--- src/rtl/core/pcma_pkg.sv ---
// Shared widths, register indexes and fixed-point helpers for the calibrated moving average.
package pcma_pkg;

  localparam int CTS_W       = 16;
  localparam int COEF_W      = 64;
  localparam int ACC_W       = 64;
  localparam int CAL_W       = 48;
  localparam int SAMP_W      = 6;
  localparam int ORDER_W     = 3;
  localparam int CFG_IDX_W   = 3;
  localparam int N_COEF_REGS = 4;
  localparam int DIV_BITS    = 8;
  localparam int IN_TDATA_W  = 16;
  localparam int OUT_TDATA_W = 56;

  localparam logic [CAL_W-1:0] CAL_MAX = {1'b0, {(CAL_W-1){1'b1}}};

  typedef enum logic [CFG_IDX_W-1:0] {
    CFG_POLY_ORDER = 3'd0,
    CFG_COEF_0     = 3'd1,
    CFG_COEF_1     = 3'd2,
    CFG_COEF_2     = 3'd3,
    CFG_COEF_3     = 3'd4
  } cfg_idx_t;

  // result word handed from the divider to the output register
  typedef struct packed {
    logic [SAMP_W-1:0] samples;
    logic [CAL_W-1:0]  mean;
  } res_t;

  // Q15.48 -> Q23.40, round half up
  function automatic logic signed [ACC_W-1:0] to_q40(input logic [COEF_W-1:0] c);
    logic signed [ACC_W-1:0] sh;
    sh = {{8{c[COEF_W-1]}}, c[COEF_W-1:8]};
    return sh + ACC_W'({1'b0, c[7]});
  endfunction

endpackage

--- src/rtl/core/pcma_div.sv ---
// Sign-magnitude rounding divider, DIV_BITS quotient bits per cycle.
module pcma_div #(
  parameter int SUM_W = 54,
  parameter int CNT_W = 6
) (
  input  logic                 clk,
  input  logic                 rst_n,
  input  logic                 go_i,
  input  logic [SUM_W-1:0]     sum_i,
  input  logic [CNT_W-1:0]     cnt_i,
  output logic                 res_valid_o,
  output pcma_pkg::res_t       res_o,
  input  logic                 res_take_i
);

  localparam int DB        = pcma_pkg::DIV_BITS;
  localparam int DIV_STEPS = (SUM_W + DB - 1) / DB;
  localparam int NUM_W     = DIV_STEPS * DB;
  localparam int ST_W      = (DIV_STEPS > 1) ? $clog2(DIV_STEPS) : 1;
  localparam int CW        = pcma_pkg::CAL_W;

  typedef enum logic [1:0] {D_IDLE, D_RUN, D_HOLD} d_state_t;

  d_state_t          state_r;
  logic [ST_W-1:0]   step_r;
  logic [NUM_W-1:0]  num_r;
  logic [CNT_W-1:0]  rem_r;
  logic [CNT_W-1:0]  den_r;
  logic              neg_r;

  logic              neg;
  logic [SUM_W-1:0]  mag;
  logic [SUM_W-1:0]  num_init;
  logic [NUM_W-1:0]  num_nxt;
  logic [CNT_W-1:0]  rem_nxt;
  logic [CNT_W+5:0]  den_ext;

  assign neg      = sum_i[SUM_W-1];
  assign mag      = neg ? (~sum_i + 1'b1) : sum_i;
  assign num_init = mag + SUM_W'(cnt_i >> 1);

  // restoring steps, numerator shifted out MSB first, quotient shifted in
  always_comb begin
    logic [CNT_W:0]   t;
    logic [NUM_W-1:0] n;
    logic [CNT_W-1:0] r;
    n = num_r;
    r = rem_r;
    for (int i = 0; i < DB; i++) begin
      t = {r, n[NUM_W-1]};
      n = {n[NUM_W-2:0], 1'b0};
      if (t >= {1'b0, den_r}) begin
        t    = t - {1'b0, den_r};
        n[0] = 1'b1;
      end
      r = t[CNT_W-1:0];
    end
    num_nxt = n;
    rem_nxt = r;
  end

  always_ff @(posedge clk) begin
    if (!rst_n) begin
      state_r <= D_IDLE;
    end else begin
      unique case (state_r)
        D_IDLE: begin
          if (go_i) begin
            num_r   <= NUM_W'(num_init);
            rem_r   <= '0;
            den_r   <= cnt_i;
            neg_r   <= neg;
            step_r  <= '0;
            state_r <= D_RUN;
          end
        end
        D_RUN: begin
          num_r  <= num_nxt;
          rem_r  <= rem_nxt;
          step_r <= step_r + 1'b1;
          if (step_r == ST_W'(DIV_STEPS - 1)) begin
            state_r <= D_HOLD;
          end
        end
        D_HOLD: begin
          if (res_take_i) begin
            state_r <= D_IDLE;
          end
        end
        default: state_r <= D_IDLE;
      endcase
    end
  end

  assign den_ext       = {6'b0, den_r};
  assign res_valid_o   = (state_r == D_HOLD);
  assign res_o.mean    = neg_r ? (~num_r[CW-1:0] + 1'b1) : num_r[CW-1:0];
  assign res_o.samples = den_ext[pcma_pkg::SAMP_W-1:0];

endmodule

--- config.mk ---
export PLATFORM = sky130hd
export DESIGN_NAME = pcma_div
export DESIGN_NICKNAME = d
export VERILOG_FILES = /design/src/rtl/core/pcma_pkg.sv /design/src/rtl/core/pcma_div.sv
export SDC_FILE = /design/constraint.sdc
export NUM_CORES = 1
export LEC_CHECK = 0
export ABC_CLOCK_PERIOD_IN_PS = 17250
export BUFFER_PORTS_ARGS = -buffer_cell sky130_fd_sc_hd__buf_2
export CAP_MARGIN = 10
export CORE_UTILIZATION = 30
export CTS_BUF_LIST = sky130_fd_sc_hd__clkbuf_16
export DETAILED_ROUTE_END_ITERATION = 8
export GPL_TIMING_DRIVEN = 0
export HOLD_SLACK_MARGIN = 0.06
export PLACE_DENSITY = 0.49
export RECOVER_POWER = 100
export SLEW_MARGIN = 20
export SYNTH_ARGS = -nofsm -noshare
export SYNTH_HDL_FRONTEND = slang
export SYNTH_SLANG_ARGS = --single-unit
--- constraint.sdc ---
create_clock -name clk -period 17.25 [get_ports clk]
set_clock_uncertainty 0.15 [all_clocks]
set_input_delay 3.45 -clock clk [delete_from_list [all_inputs] [get_ports clk]]
set_output_delay 3.45 -clock clk [all_outputs]
set_load 0.05 [all_outputs]
-- Word level (Yosys, flattened, before mapping)
Index checks and enable logic that the tools add are counted.
- register bits after elaboration: 74
- bits of input ports: 64
- output and inout port bits: 55
- logic and storage cells: 67
- add/sub/neg operators: 12
- magnitude comparators: 8
- equal/unequal tests: 6
- muxes and demuxes: 28
- bitwise logic cells: 2
- reductions and logical operators: 5
- operators by type and width (kind ; number):
    $pmux 56 s2 ; 1
    $ge 7x6->1 ; 8
    $mux 56 ; 1
    $add 54x1->54 const B ; 1
    $add 54x5->54 ; 1
    $mux 54 ; 1
    $mux 6 ; 9
    $not 54->54 ; 1
    $add 48x1->48 const B ; 1
    $mux 48 ; 1
    $not 48->48 ; 1
    $sub 6x6->6 ; 8
    $pmux 6 s2 ; 1
    $reduce_and 3->1 ; 3
    $mux 1 ; 8
    $mux 2 ; 3
    $pmux 2 s3 ; 1
    $pmux 3 s2 ; 1
    $ne 2x2->1 const B ; 2
    $add 3x1->3 const B ; 1
    $eq 3x3->1 const B ; 1
    $mux 3 ; 1
    $eq 2x1->1 const B ; 1
    $eq 2x2->1 const B ; 1
    other kinds (3) ; 3

-- Logic depth before layout (Yosys ltp)
Gate-level depths: netlist of run 1.
- word-level depth: 17
- gate-level depth with buffers: 74
- gate-level depth less buffers: 71

-- Least setup slack after synthesis of run 1
OpenSTA, ideal clock, no wires.
- kind: register to register
- start point: register den_r[1]
- end point: register rem_r[1] (data pin)
- setup time: 266 ps
- arrival time: 15619 ps
- required time: 16834 ps
- setup slack: 1215 ps
- stages on the path, launching flop included: 72
- period minus slack after synthesis: 16035 ps
- path through: edfxtp_1 -> inv_1 -> ha_1 -> nor2_2 -> a21boi_1 -> o21ai_2 -> o21ai_0 -> inv_1 -> ha_1 -> a21o_1 -> a221oi_1 -> o21bai_2 -> o21ai_0 -> a21boi_0 -> ha_1 -> nor2b_1 -> o21ai_0 -> nand3b_1 -> [... 36 more ...] -> ha_1 -> inv_1 -> o21ai_0 -> a21o_1 -> a21o_1 -> a221oi_1 -> and3_4 -> buf_6 -> mux2i_1 -> ha_1 -> a21o_1 -> a21o_1 -> a21o_1 -> a21o_1 -> a211o_1 -> a211oi_4 -> mux2i_1 -> nor2_1
- word-level cells in the longest chain between the ends: 17
- RTL lines (what ; line ; RTL):
    from (decl) ; pcma_div.sv:28 ; logic [CNT_W-1:0] den_r;
    from (signal assigned) ; pcma_div.sv:71 ; den_r <= cnt_i;
    $sub 6x6->6 or $ge 7x6->1 (tied branches) ; pcma_div.sv:53, pcma_div.sv:52 ;
    $mux 6 ; pcma_div.sv:52 ; if (t >= {1'b0, den_r}) begin
    $sub 6x6->6 or $ge 7x6->1 (tied branches) ; pcma_div.sv:53, pcma_div.sv:52 ;
    $mux 6 ; pcma_div.sv:52 ;
    $sub 6x6->6 or $ge 7x6->1 (tied branches) ; pcma_div.sv:53, pcma_div.sv:52 ;
    $mux 6 ; pcma_div.sv:52 ;
    $sub 6x6->6 or $ge 7x6->1 (tied branches) ; pcma_div.sv:53, pcma_div.sv:52 ;
    $mux 6 ; pcma_div.sv:52 ;
    $sub 6x6->6 or $ge 7x6->1 (tied branches) ; pcma_div.sv:53, pcma_div.sv:52 ;
    $mux 6 ; pcma_div.sv:52 ;
    $ge 7x6->1 or $sub 6x6->6 (tied branches) ; pcma_div.sv:52, pcma_div.sv:53 ;
    $mux 6 ; pcma_div.sv:52 ;
    $ge 7x6->1 or $sub 6x6->6 (tied branches) ; pcma_div.sv:52, pcma_div.sv:53 ;
    $mux 6 ; pcma_div.sv:52 ;
    $sub 6x6->6 or $ge 7x6->1 (tied branches) ; pcma_div.sv:53, pcma_div.sv:52 ;
    $mux 6 * ; pcma_div.sv:52 ;
    $pmux 6 s2 * ; pcma_div.sv:66 ; unique case (state_r)
    to (signal assigned) ; pcma_div.sv:79 ; rem_r <= rem_nxt;
    to (decl) ; pcma_div.sv:27 ; logic [CNT_W-1:0] rem_r;
Mark *: on every way between the ends. The rest lies on a longest branch, timed or not.
A chain may end at the register's enable or synchronous reset.

-- Worst setup path in the final report of run 1
- start point: register den_r[4]
- end point: register rem_r[5] (data pin)
- word-level cells in the longest chain between the ends: 17
- RTL lines (what ; line):
    $sub 6x6->6 or $ge 7x6->1 (tied branches) ; pcma_div.sv:53, pcma_div.sv:52
    $mux 6 ; pcma_div.sv:52
    $sub 6x6->6 or $ge 7x6->1 (tied branches) ; pcma_div.sv:53, pcma_div.sv:52
    $mux 6 ; pcma_div.sv:52
    $ge 7x6->1 or $sub 6x6->6 (tied branches) ; pcma_div.sv:52, pcma_div.sv:53
    $mux 6 ; pcma_div.sv:52
    $sub 6x6->6 or $ge 7x6->1 (tied branches) ; pcma_div.sv:53, pcma_div.sv:52
    $mux 6 ; pcma_div.sv:52
    $sub 6x6->6 or $ge 7x6->1 (tied branches) ; pcma_div.sv:53, pcma_div.sv:52
    $mux 6 ; pcma_div.sv:52
    $sub 6x6->6 or $ge 7x6->1 (tied branches) ; pcma_div.sv:53, pcma_div.sv:52
    $mux 6 ; pcma_div.sv:52
    $sub 6x6->6 or $ge 7x6->1 (tied branches) ; pcma_div.sv:53, pcma_div.sv:52
    $mux 6 ; pcma_div.sv:52
    $sub 6x6->6 or $ge 7x6->1 (tied branches) ; pcma_div.sv:53, pcma_div.sv:52
    $mux 6 * ; pcma_div.sv:52
    $pmux 6 s2 * ; pcma_div.sv:66
Marked as above.

==> metrics.txt, run 1 <==
WP data required 17.18 ns; Port-buffer cells 113; Die Width 178 microns; GRT Overall Usage 0.186; Worst path slowest cell edfxtp_1; 1st-pass router iterations 5; WHS Endpoint state_r[0]; first-pass GRT wire length 45500 microns; Syn Area/Cell 8.48 sq um; Final HPWL DP 23800 microns; Core Area 0.0300 sq mm; Worst Path Arrival 16.06 ns; Hold Crit Depth 2; largest net degree at the start of global routing 14; CP endpoint kind flip-flop; status finished with violations; failing checks max-capacitance violations, max-slew violations; CTS tree built; Final Cycle Share 0.935; Final setup viols 0; Hold-fix buffers, CTS 0; Top FF cell, synth edfxtp_1; Fin. Hold Viols 0; initial core utilization 0.309; remaining antenna violation count after routing 0; DRC violations left 0; Slew Limit Fails 8; flop2flop setup slack 1.12 ns; Yosys warnings 0; cell count after synthesis 1093; Longest Clk Path Bufs 2; max frequency 62.0 MHz; Post-synth ARST share 0; Die Area 0.0316 sq mm; via count 8638; HP Class flip-flop to flip-flop; measured slew at the worst slew-check pin 2.14 ns; crit-path most repeated cell a21o_1; # Max-Cap Violations 1; reg2reg end rem_r[5]; Setup CP Type flip-flop to flip-flop; GRT overflow 0; slew margin rel. -0.448; hold wc startpoint state_r[0]; Post-Synthesis Cell Area 0.00927 sq mm; number of H-tree levels 3; RePlAce Congestion 0.885; initial antenna violation count 1; register clock-pin slew on the reported worst setup and hold paths 0.06 ns; final WL 29500 microns; # rows 63; chip height 178 microns; vias in the first global route 8136; CTS Buf Count 9; FF-to-FF Start den_r[4]; io pins 119; Vias/cell 5.29; Nets 1367; commonest non-fill, non-tap cell in the layout xnor2_1; Clk Latency, worst-skew pair 0.34 ns; dpl ws -1.52 ns; Layout Area Growth over Synthesis 16.7%; Max FO, Critical Path 10; CTS sink cnt 74; crit path time final 16.13 ns; slowest stage delay, CP 0.41 ns; FF-to-FF path depth 71; drt first-iter violations 557; layout cells sized above 1 0.133; Post-synth EDFFs 72; #FFs+latches synth 74; commonest non-fill, non-tap cells in the layout xnor2_1, clkbuf_1, nor2_1, nand2_1, o21ai_0; syn_nets 1223; Synth cell types 90; Fin Hold WS 0.423 ns; Clk Tree Root Cell clkbuf_16; post-synthesis sequential area ratio 0.238; average wire per standard cell 18.1 microns; critical path startpoint category flip-flop; fin worst setup slack 1.12 ns; fill count 3187
per-layer routing:
layer | vias to the layer above | part of all wire | global-route usage
li1 | 4294 | - | -
met1 | 4142 | 0.47 | 0.251
met2 | 172 | 0.48 | 0.314
met3 | 30 | 0.033 | 0.0195
met4 | 0 | 0.015 | 0.0513
met5 | - | 0 | 0
cell usage after synthesis, drive strengths merged (9+ instances only):
cell | count | area share
mux2 | 16 | 0.020
nand2b | 15 | 0.010
inv | 50 | 0.020
nand4 | 15 | 0.010
or3 | 18 | 0.013
a21o | 22 | 0.018
o31ai | 29 | 0.023
nand2 | 80 | 0.032
nor2b | 12 | 0.0081
nor3 | 18 | 0.011
xor2 | 62 | 0.059
xnor2 | 110 | 0.10
o21a | 9 | 0.0081
a21oi | 75 | 0.041
o21ai | 89 | 0.050
ha | 57 | 0.077
clkbuf | 35 | 0.014
nand3 | 20 | 0.012
fa | 9 | 0.019
nor4 | 20 | 0.022
edfxtp | 72 | 0.23
or4 | 18 | 0.016
mux2i | 14 | 0.015
nor2 | 101 | 0.043
o41ai | 17 | 0.019
through the flow:
step	cells	utilization	setup TNS, ns	instance area, sq um
6_report	1633	0.360	0	10800
4_1_cts	1622	0.358	0	10700
3_3_place_gp	1596	0.344	-9.20	10300
5_1_grt	1632	0.360	-0.000949	10800
3_5_place_dp	1603	0.346	-10.06	10400
2_1_floorplan	1093	-	0	9270
area by class of cell:
cell class                 instances  area, sq um  share of cell area
inverter                          51          199              0.0184
clock inverter                     7         67.6             0.00625
tap                              390          488              0.0451
multi-input combinational        925         6810               0.630
sequential                        74         2200               0.204
clock buffer                       9          225              0.0208
antenna                            1         2.50            0.000231
timing repair buffer             133          623              0.0576
buffer                            43          196              0.0182
worst max-delay path: cells and delay by family (launching register included):
kind	cells	cell delay, ns
compound gates	35	7.39
simple gates	14	2.80
fa+ha+maj	8	2.47
mux	5	1.48
buf+inv	9	1.16
flops	1	0.41
timing repair:
| item | in CTS | in global routing |
|---|---|---|
| setup endpoints to repair | 7 | 7 |
| pin swaps | 2 | 4 |
| setup buffers | 3 | 10 |
| gates resized for setup | 10 | 26 |
flip-flops by register name (all words and copies together) (netlist names):
name	flops
den_r	6
neg_r	1
num_r	56
rem_r	6
state_r	2
step_r	3
how the worst max path moves through the flow:
stage,startpoint,to,slack [ns],depth (start not counted)
2_1_floorplan,den_r[1],rem_r[1],1.22,71
3_3_place_gp,den_r[1],rem_r[5],-1.39,70
3_5_place_dp,den_r[1],rem_r[5],-1.52,71
4_1_cts,den_r[4],rem_r[5],0.11,73
5_1_grt,den_r[4],rem_r[5],-0.0009,73
6_report,den_r[4],rem_r[5],1.12,71
cell families after synthesis:
family	Yosys count	share of synthesized area
buffers and inverters	94	0.0420
adder cells (fa/ha/maj)	66	0.0964
AO/OA/AOI/OAI	296	0.211
XOR/XNOR	172	0.163
multiplexers	30	0.0354
flip-flops	74	0.238
AND/OR/NAND/NOR	361	0.215
Power of run 1 is not shown: default switching activity piles up to over one toggle a cycle in this logic, so the estimate is an artifact.
==> run 2, diff against run 1 <==
Settings changed: ABC_CLOCK_PERIOD_IN_PS 17250 to 15900, CORE_ASPECT_RATIO set to 1.2.
Clock period 17.25 ns to 15.9 ns, I/O delays scaled along.
==> run 2 against run 1 <==
The run now ends clean; non-clock buffer count increased by 31; utilization grew 0.92 points; hold slack better by 0.0035 ns; cell area is 3.8% higher; register-to-register slack worse by 0.57 ns; sequential share of layout area is 0.74 points lower; via count up 1.3%; critical path type unchanged.
==> metrics.txt, run 2 (synthesized netlist as in run 1, its figures left out) <==
CTS Buf Count 9 (unchanged); Nets 1398 (was 1367); Die Area 0.0316 sq mm (about the same); GRT overflow 0 (unchanged); # rows 70 (was 63); commonest non-fill, non-tap cells in the layout xnor2_1, clkbuf_1, nor2_1, nand2_1 (was xnor2_1, clkbuf_1, nor2_1, nand2_1, o21ai_0); max reg flops 56 (unchanged); initial core utilization 0.305 (was 0.309); status finished clean (was finished with violations); largest net degree at the start of global routing 16 (was 14); measured slew at the worst slew-check pin 1.11 ns (was 2.14 ns); register clock-pin slew on the reported worst setup and hold paths 0.07 ns (was 0.06 ns); topmost layer with routed signal wires met4 (unchanged); Slew Limit Fails 0 (was 8); fill count 3206 (was 3187); Final HPWL DP 24000 microns (was 23800 microns); Post-Route M1 WL 12700 microns (was 14000 microns); Worst path slowest cell or3_4 (was edfxtp_1); crit-path most repeated cell a21o_1 (unchanged); RePlAce Congestion 0.875 (was 0.885); layout cells sized above 1 0.170 (was 0.133); final WL 30300 microns (was 29500 microns); Port-buffer cells 113 (unchanged); Max FO, Critical Path 8 (was 10); io pins 119 (unchanged); Worst Path Arrival 15.28 ns (was 16.06 ns); Core Area 0.0304 sq mm (was 0.0300 sq mm); Most flops, register num_r (unchanged); Placed Area 0.0104 sq mm (about the same); via count 8750 (was 8638); 1st-pass router iterations 5 (unchanged); WP data required 15.83 ns (was 17.18 ns); CP endpoint kind flip-flop (unchanged); initial antenna violation count 1 (unchanged); remaining antenna violation count after routing 0 (unchanged); max frequency 65.2 MHz (was 62.0 MHz); Clk Tree Root Cell clkbuf_16 (unchanged); Clk Latency, worst-skew pair 0.35 ns (was 0.34 ns); metal3 WL 1080 microns (was 973 microns); vias in the first global route 8491 (was 8136); DRC violations left 0 (unchanged); chip height 195 microns (was 178 microns); Hold-fix buffers, CTS 0 (unchanged); fin area 0.0112 sq mm (was 0.0108 sq mm); HP Class flip-flop to flip-flop (unchanged); commonest non-fill, non-tap cell in the layout xnor2_1 (unchanged); # Max-Cap Violations 0 (was 1); metal2 WL 15900 microns (was 14100 microns); GRT Overall Usage 0.190 (was 0.186); sum of negative setup slack 0 ns (unchanged); slowest stage delay, CP 0.40 ns (was 0.41 ns); Final Cycle Share 0.965 (was 0.935); CTS sink cnt 74 (unchanged); drt first-iter violations 407 (was 557); Fin. Hold Viols 0 (unchanged); crit path time final 15.34 ns (was 16.13 ns); Vias/cell 5.24 (was 5.29); Final setup viols 0 (unchanged); CTS tree built (unchanged); Longest Clk Path Bufs 2 (unchanged); Die Width 162 microns (was 178 microns); Layout Area Growth over Synthesis 21.1% (was 16.7%); Setup CP Type flip-flop to flip-flop (unchanged); slew margin rel. 0.257 (was -0.448); first-pass GRT wire length 47100 microns (was 45500 microns); critical path startpoint category flip-flop (unchanged); number of H-tree levels 3 (unchanged); biggest regs num_r: 56 flops, den_r: 6 flops, rem_r: 6 flops (unchanged); average wire per standard cell 18.1 microns (about the same)
[run 2: path summary, 6_finish.rpt]
check	cells after the start	startpoint	endpoint	slack [ns]
worst min register to register	2	state_r[0]	state_r[0]	0.43
worst min-delay path	2	state_r[0]	state_r[0]	0.43
worst max register to register	74	den_r[4]	rem_r[4]	0.56
worst max-delay path	74	den_r[4]	rem_r[4]	0.56
[run 2: metrics by stage]
step | instances | utilization | hold slack [ns] | setup WS, ns
global placement | 1602 | 0.340 | 0.393 | -2.80
detailed placement | 1611 | 0.343 | 0.438 | -2.90
floorplan | 1093 | - | 0.368 | 0.0139
CTS | 1638 | 0.360 | 0.451 | 0.0113
global route | 1669 | 0.369 | 0.485 | -0.118
finish | 1670 | 0.369 | 0.426 | 0.556
[run 2: metal layers]
| metal | vias up | global-route usage |
|---|---|---|
| li1 | 4376 | - |
| met1 | 4146 | 0.229 |
| met2 | 197 | 0.358 |
| met3 | 31 | 0.0160 |
| met4 | 0 | 0.0451 |
| met5 | - | 0 |
[run 2: final cells by class]
| cell class | instances | area, sq um | area share |
|---|---|---|---|
| multi-input cells | 925 | 6950 | 0.620 |
| clock inverters | 7 | 83.8 | 0.00747 |
| repair buffers | 164 | 857 | 0.0764 |
| diodes | 1 | 2.50 | 0.000223 |
| well taps | 396 | 495 | 0.0442 |
| inverters | 51 | 206 | 0.0184 |
| flip-flops and latches | 74 | 2200 | 0.196 |
| plain buffers | 43 | 196 | 0.0175 |
| clock buffers | 9 | 225 | 0.0201 |
[run 2: worst max-delay path: cells and delay by family, from the launching register on]
family | cells | cell delay (ns)
AO/OA/AOI/OAI | 36 | 7.43
adder cells (fa/ha/maj) | 8 | 2.21
buffers and inverters | 11 | 1.31
flip-flops | 1 | 0.39
multiplexers | 4 | 1.02
AND/OR/NAND/NOR | 15 | 2.53
[run 2: what timing repair did]
item,in CTS,in global routing
gates resized for setup,30,41
setup endpoints to repair,8,7
pin swaps,8,28
setup buffers,11,31
Power of run 2 is left out for the same reason.
==> run 3, diff against run 2 <==
Settings changed: ABC_AREA set to 1, CORE_UTILIZATION 30 to 35, CTS_CLUSTER_DIAMETER set to 50, PLACE_DENSITY 0.49 to 0.54.
==> run 3 against run 2 <==
The run now ends with max-capacitance violations, max-slew violations left; cell count increased by 26%; global-route usage increased by 5.0 points; die area decreased by 5.2%; utilization increased by 3.2 points; hold slack got worse by 0.025 ns; count of clock-buffer cells in the layout unchanged; flip-flop and latch count unchanged; synthesized area increased by 10%; sequential share of layout area decreased by 0.53 points; routed wire length increased by 18%; register-to-register slack improved by 0.74 ns; critical endpoint is now num_r[0].
==> metrics.txt, run 3 <==
status finished with violations (was finished clean); failing checks max-capacitance violations, max-slew violations; Port-buffer cells 118 (was 113); Post-synth EDFFs 72 (unchanged); Top FF cell, synth edfxtp_1 (unchanged); top cell type's share of synthesized area 0.211 (was 0.233); cell family with the largest share of critical-path delay compound AO/OA/AOI/OAI gates (unchanged); max frequency 68.5 MHz (was 65.2 MHz); Hold Crit Depth 2 (unchanged); Die Width 158 microns (was 162 microns); count leader, synth nand2_1 (was xnor2_1); Clk Latency, worst-skew pair 0.35 ns (about the same); Post-Synthesis Cell Area 0.0102 sq mm (was 0.00927 sq mm); Post-Route M1 WL 14400 microns (was 12700 microns); first-pass GRT wire length 54200 microns (was 47100 microns); WP data required 15.85 ns (was 15.83 ns); Clk Tree Root Cell clkbuf_16 (unchanged); top cells by area, synth edfxtp_1, nand2_1, xor2_1, inv_1, ha_1 (was edfxtp_1, xnor2_1, ha_1, xor2_1, o21ai_0); Setup CP Type flip-flop to flip-flop (unchanged); GRT Overall Usage 0.241 (was 0.190); GRT overflow 0 (unchanged); Syn Area/Cell 6.49 sq um (was 8.48 sq um); post-synthesis sequential area ratio 0.215 (was 0.238); synth cell count leaders nand2_1, inv_1, nor2_1 (was xnor2_1, nor2_1, o21ai_0); commonest non-fill, non-tap cells in the layout nand2_1, inv_1, nor2_1, xor2_1, nand3_1 (was xnor2_1, clkbuf_1, nor2_1, nand2_1); Final setup viols 0 (unchanged); vias in the first global route 10300 (was 8491); critical path startpoint category flip-flop (unchanged); measured slew at the worst slew-check pin 1.60 ns (was 1.11 ns); Yosys warnings 0 (unchanged); Core Area 0.0288 sq mm (was 0.0304 sq mm); CTS Buf Count 9 (unchanged); topmost layer with routed signal wires met4 (unchanged); Slew Limit Fails 17 (was 0); ANT cells 0 (was 1); CP endpoint kind flip-flop (unchanged); metal2 WL 18900 microns (was 15900 microns); RSZ-0062 raised after global routing no; max reg flops 56 (unchanged); Hold-fix buffers, CTS 0 (unchanged); average wire per standard cell 17.0 microns (was 18.1 microns); Final HPWL DP 30100 microns (was 24000 microns); #FFs+latches synth 74 (unchanged); number of H-tree levels 3 (unchanged); slew margin rel. -0.0691 (was 0.257); Max FO, Critical Path 10 (was 8); Most flops, register num_r (unchanged); # rows 68 (was 70); Die Area 0.0299 sq mm (was 0.0316 sq mm); CTS sink cnt 74 (unchanged); Synth cell types 51 (was 90); via count 10600 (was 8750); io pins 119 (unchanged); initial core utilization 0.356 (was 0.305); Fin. Hold Viols 0 (unchanged); chip height 189 microns (was 195 microns); Longest Clk Path Bufs 2 (unchanged); commonest non-fill, non-tap cell in the layout nand2_1 (was xnor2_1); FF-to-FF path depth 80 (was 74); WP depth 80 (was 74); layout cells sized above 1 0.0832 (was 0.170); sum of negative setup slack 0 ns (unchanged); CTS tree built (unchanged); register clock-pin slew on the reported worst setup and hold paths 0.06 ns (was 0.07 ns); Worst Path Arrival 14.55 ns (was 15.28 ns); slowest stage delay, CP 0.78 ns (was 0.40 ns); cell count after synthesis 1578 (was 1093); HP Class flip-flop to flip-flop (unchanged); Final Cycle Share 0.918 (was 0.965); # Max-Cap Violations 1 (was 0); metal3 WL 1010 microns (was 1080 microns); biggest regs num_r: 56 flops, den_r: 6 flops, rem_r: 6 flops (unchanged); RePlAce Congestion 0.941 (was 0.875); final WL 35800 microns (was 30300 microns); Vias/cell 5.05 (was 5.24); DRC violations left 0 (unchanged); crit path time final 14.60 ns (was 15.34 ns); Nets 1843 (was 1398); Post-synth ARST share 0 (unchanged); Synth area leader edfxtp_1 (unchanged); 1st-pass router iterations 6 (was 5); syn_nets 1708 (was 1223); largest net degree at the start of global routing 20 (was 16); Worst path slowest cell edfxtp_1 (was or3_4); initial antenna violation count 0 (was 1); Buf/Inv on CP 15 (was 11); Layout Area Growth over Synthesis 12.6% (was 21.1%); remaining antenna violation count after routing 0 (unchanged); drt first-iter violations 689 (was 407)
-- run 3: changes by cell type after synthesis, moves of 19 or more --
cell / previous run / this run
nor2_1: 96 / 187
a21oi_1: 74 / 40
xor2_1: 62 / 109
nand2_1: 80 / 378
o31ai_1: 29 / 6
a21o_1: 22 / 3
inv_1: 50 / 245
xnor2_1: 110 / 31
nand3_1: 18 / 104
nand4_1: 15 / 52
nor3_1: 16 / 44
-- run 3: metal layers --
metal / vias up / GRT usage
li1: 5416 / -
met1: 4875 / 0.262
met2: 252 / 0.460
met3: 71 / 0.0167
met4: 0 / 0.118
met5: - / 0
-- run 3: logic make-up (layout without fill, tap and decap cells) --
kind of cell	after synthesis	after routing	synth area share
flops	74	74	0.215
simple gates	846	846	0.378
xor+xnor	140	140	0.120
compound gates	171	171	0.0940
fa+ha+maj	66	66	0.0873
buf+inv	281	421	0.106
-- run 3: path summary, 6_finish.rpt --
| check | slack [ns] | to | from |
|---|---|---|---|
| worst min-delay path | 0.40 | num_r[53] | num_r[45] |
| worst max-delay path | 1.30 | num_r[0] | den_r[1] |
| worst min register to register | 0.40 | num_r[53] | num_r[45] |
| worst max register to register | 1.30 | num_r[0] | den_r[1] |
-- run 3: worst min-delay path, cell delays in order, from the launching register on --
cell	delay, ns
edfxtp_1	0.34
nand2_1	0.05
nand2_1	0.06
-- run 3: layout make-up --
type / instances / area, sq um
Buffer: 29 / 135
Clock buffer: 9 / 225
Clock inverter: 7 / 71.3
Fill cell: 3234 / 17200
Inverter: 252 / 950
Multi-Input combinational cell: 1223 / 6920
Sequential cell: 74 / 2200
Tap cell: 385 / 482
Timing Repair Buffer: 124 / 547
-- run 3: stage by stage --
stage / setup slack (ns) / utilization / cell area [sq um] / hold slack, ns / instances
6_report: 1.30 / 0.401 / 11500 / 0.401 / 2103
5_1_grt: 0.112 / 0.401 / 11500 / 0.434 / 2103
4_1_cts: 1.14 / 0.406 / 11700 / 0.402 / 2100
3_5_place_dp: 1.18 / 0.396 / 11400 / 0.388 / 2084
3_3_place_gp: 1.33 / 0.393 / 11300 / 0.386 / 2081
2_1_floorplan: 3.27 / - / 10200 / 0.370 / 1578
-- run 3: repair_timing --
item	4_1_cts	5_1_grt
resized for setup	0	1
endpoints found under the setup margin	0	6
buffers inserted	0	3
Power of run 3 is left out for the same reason.
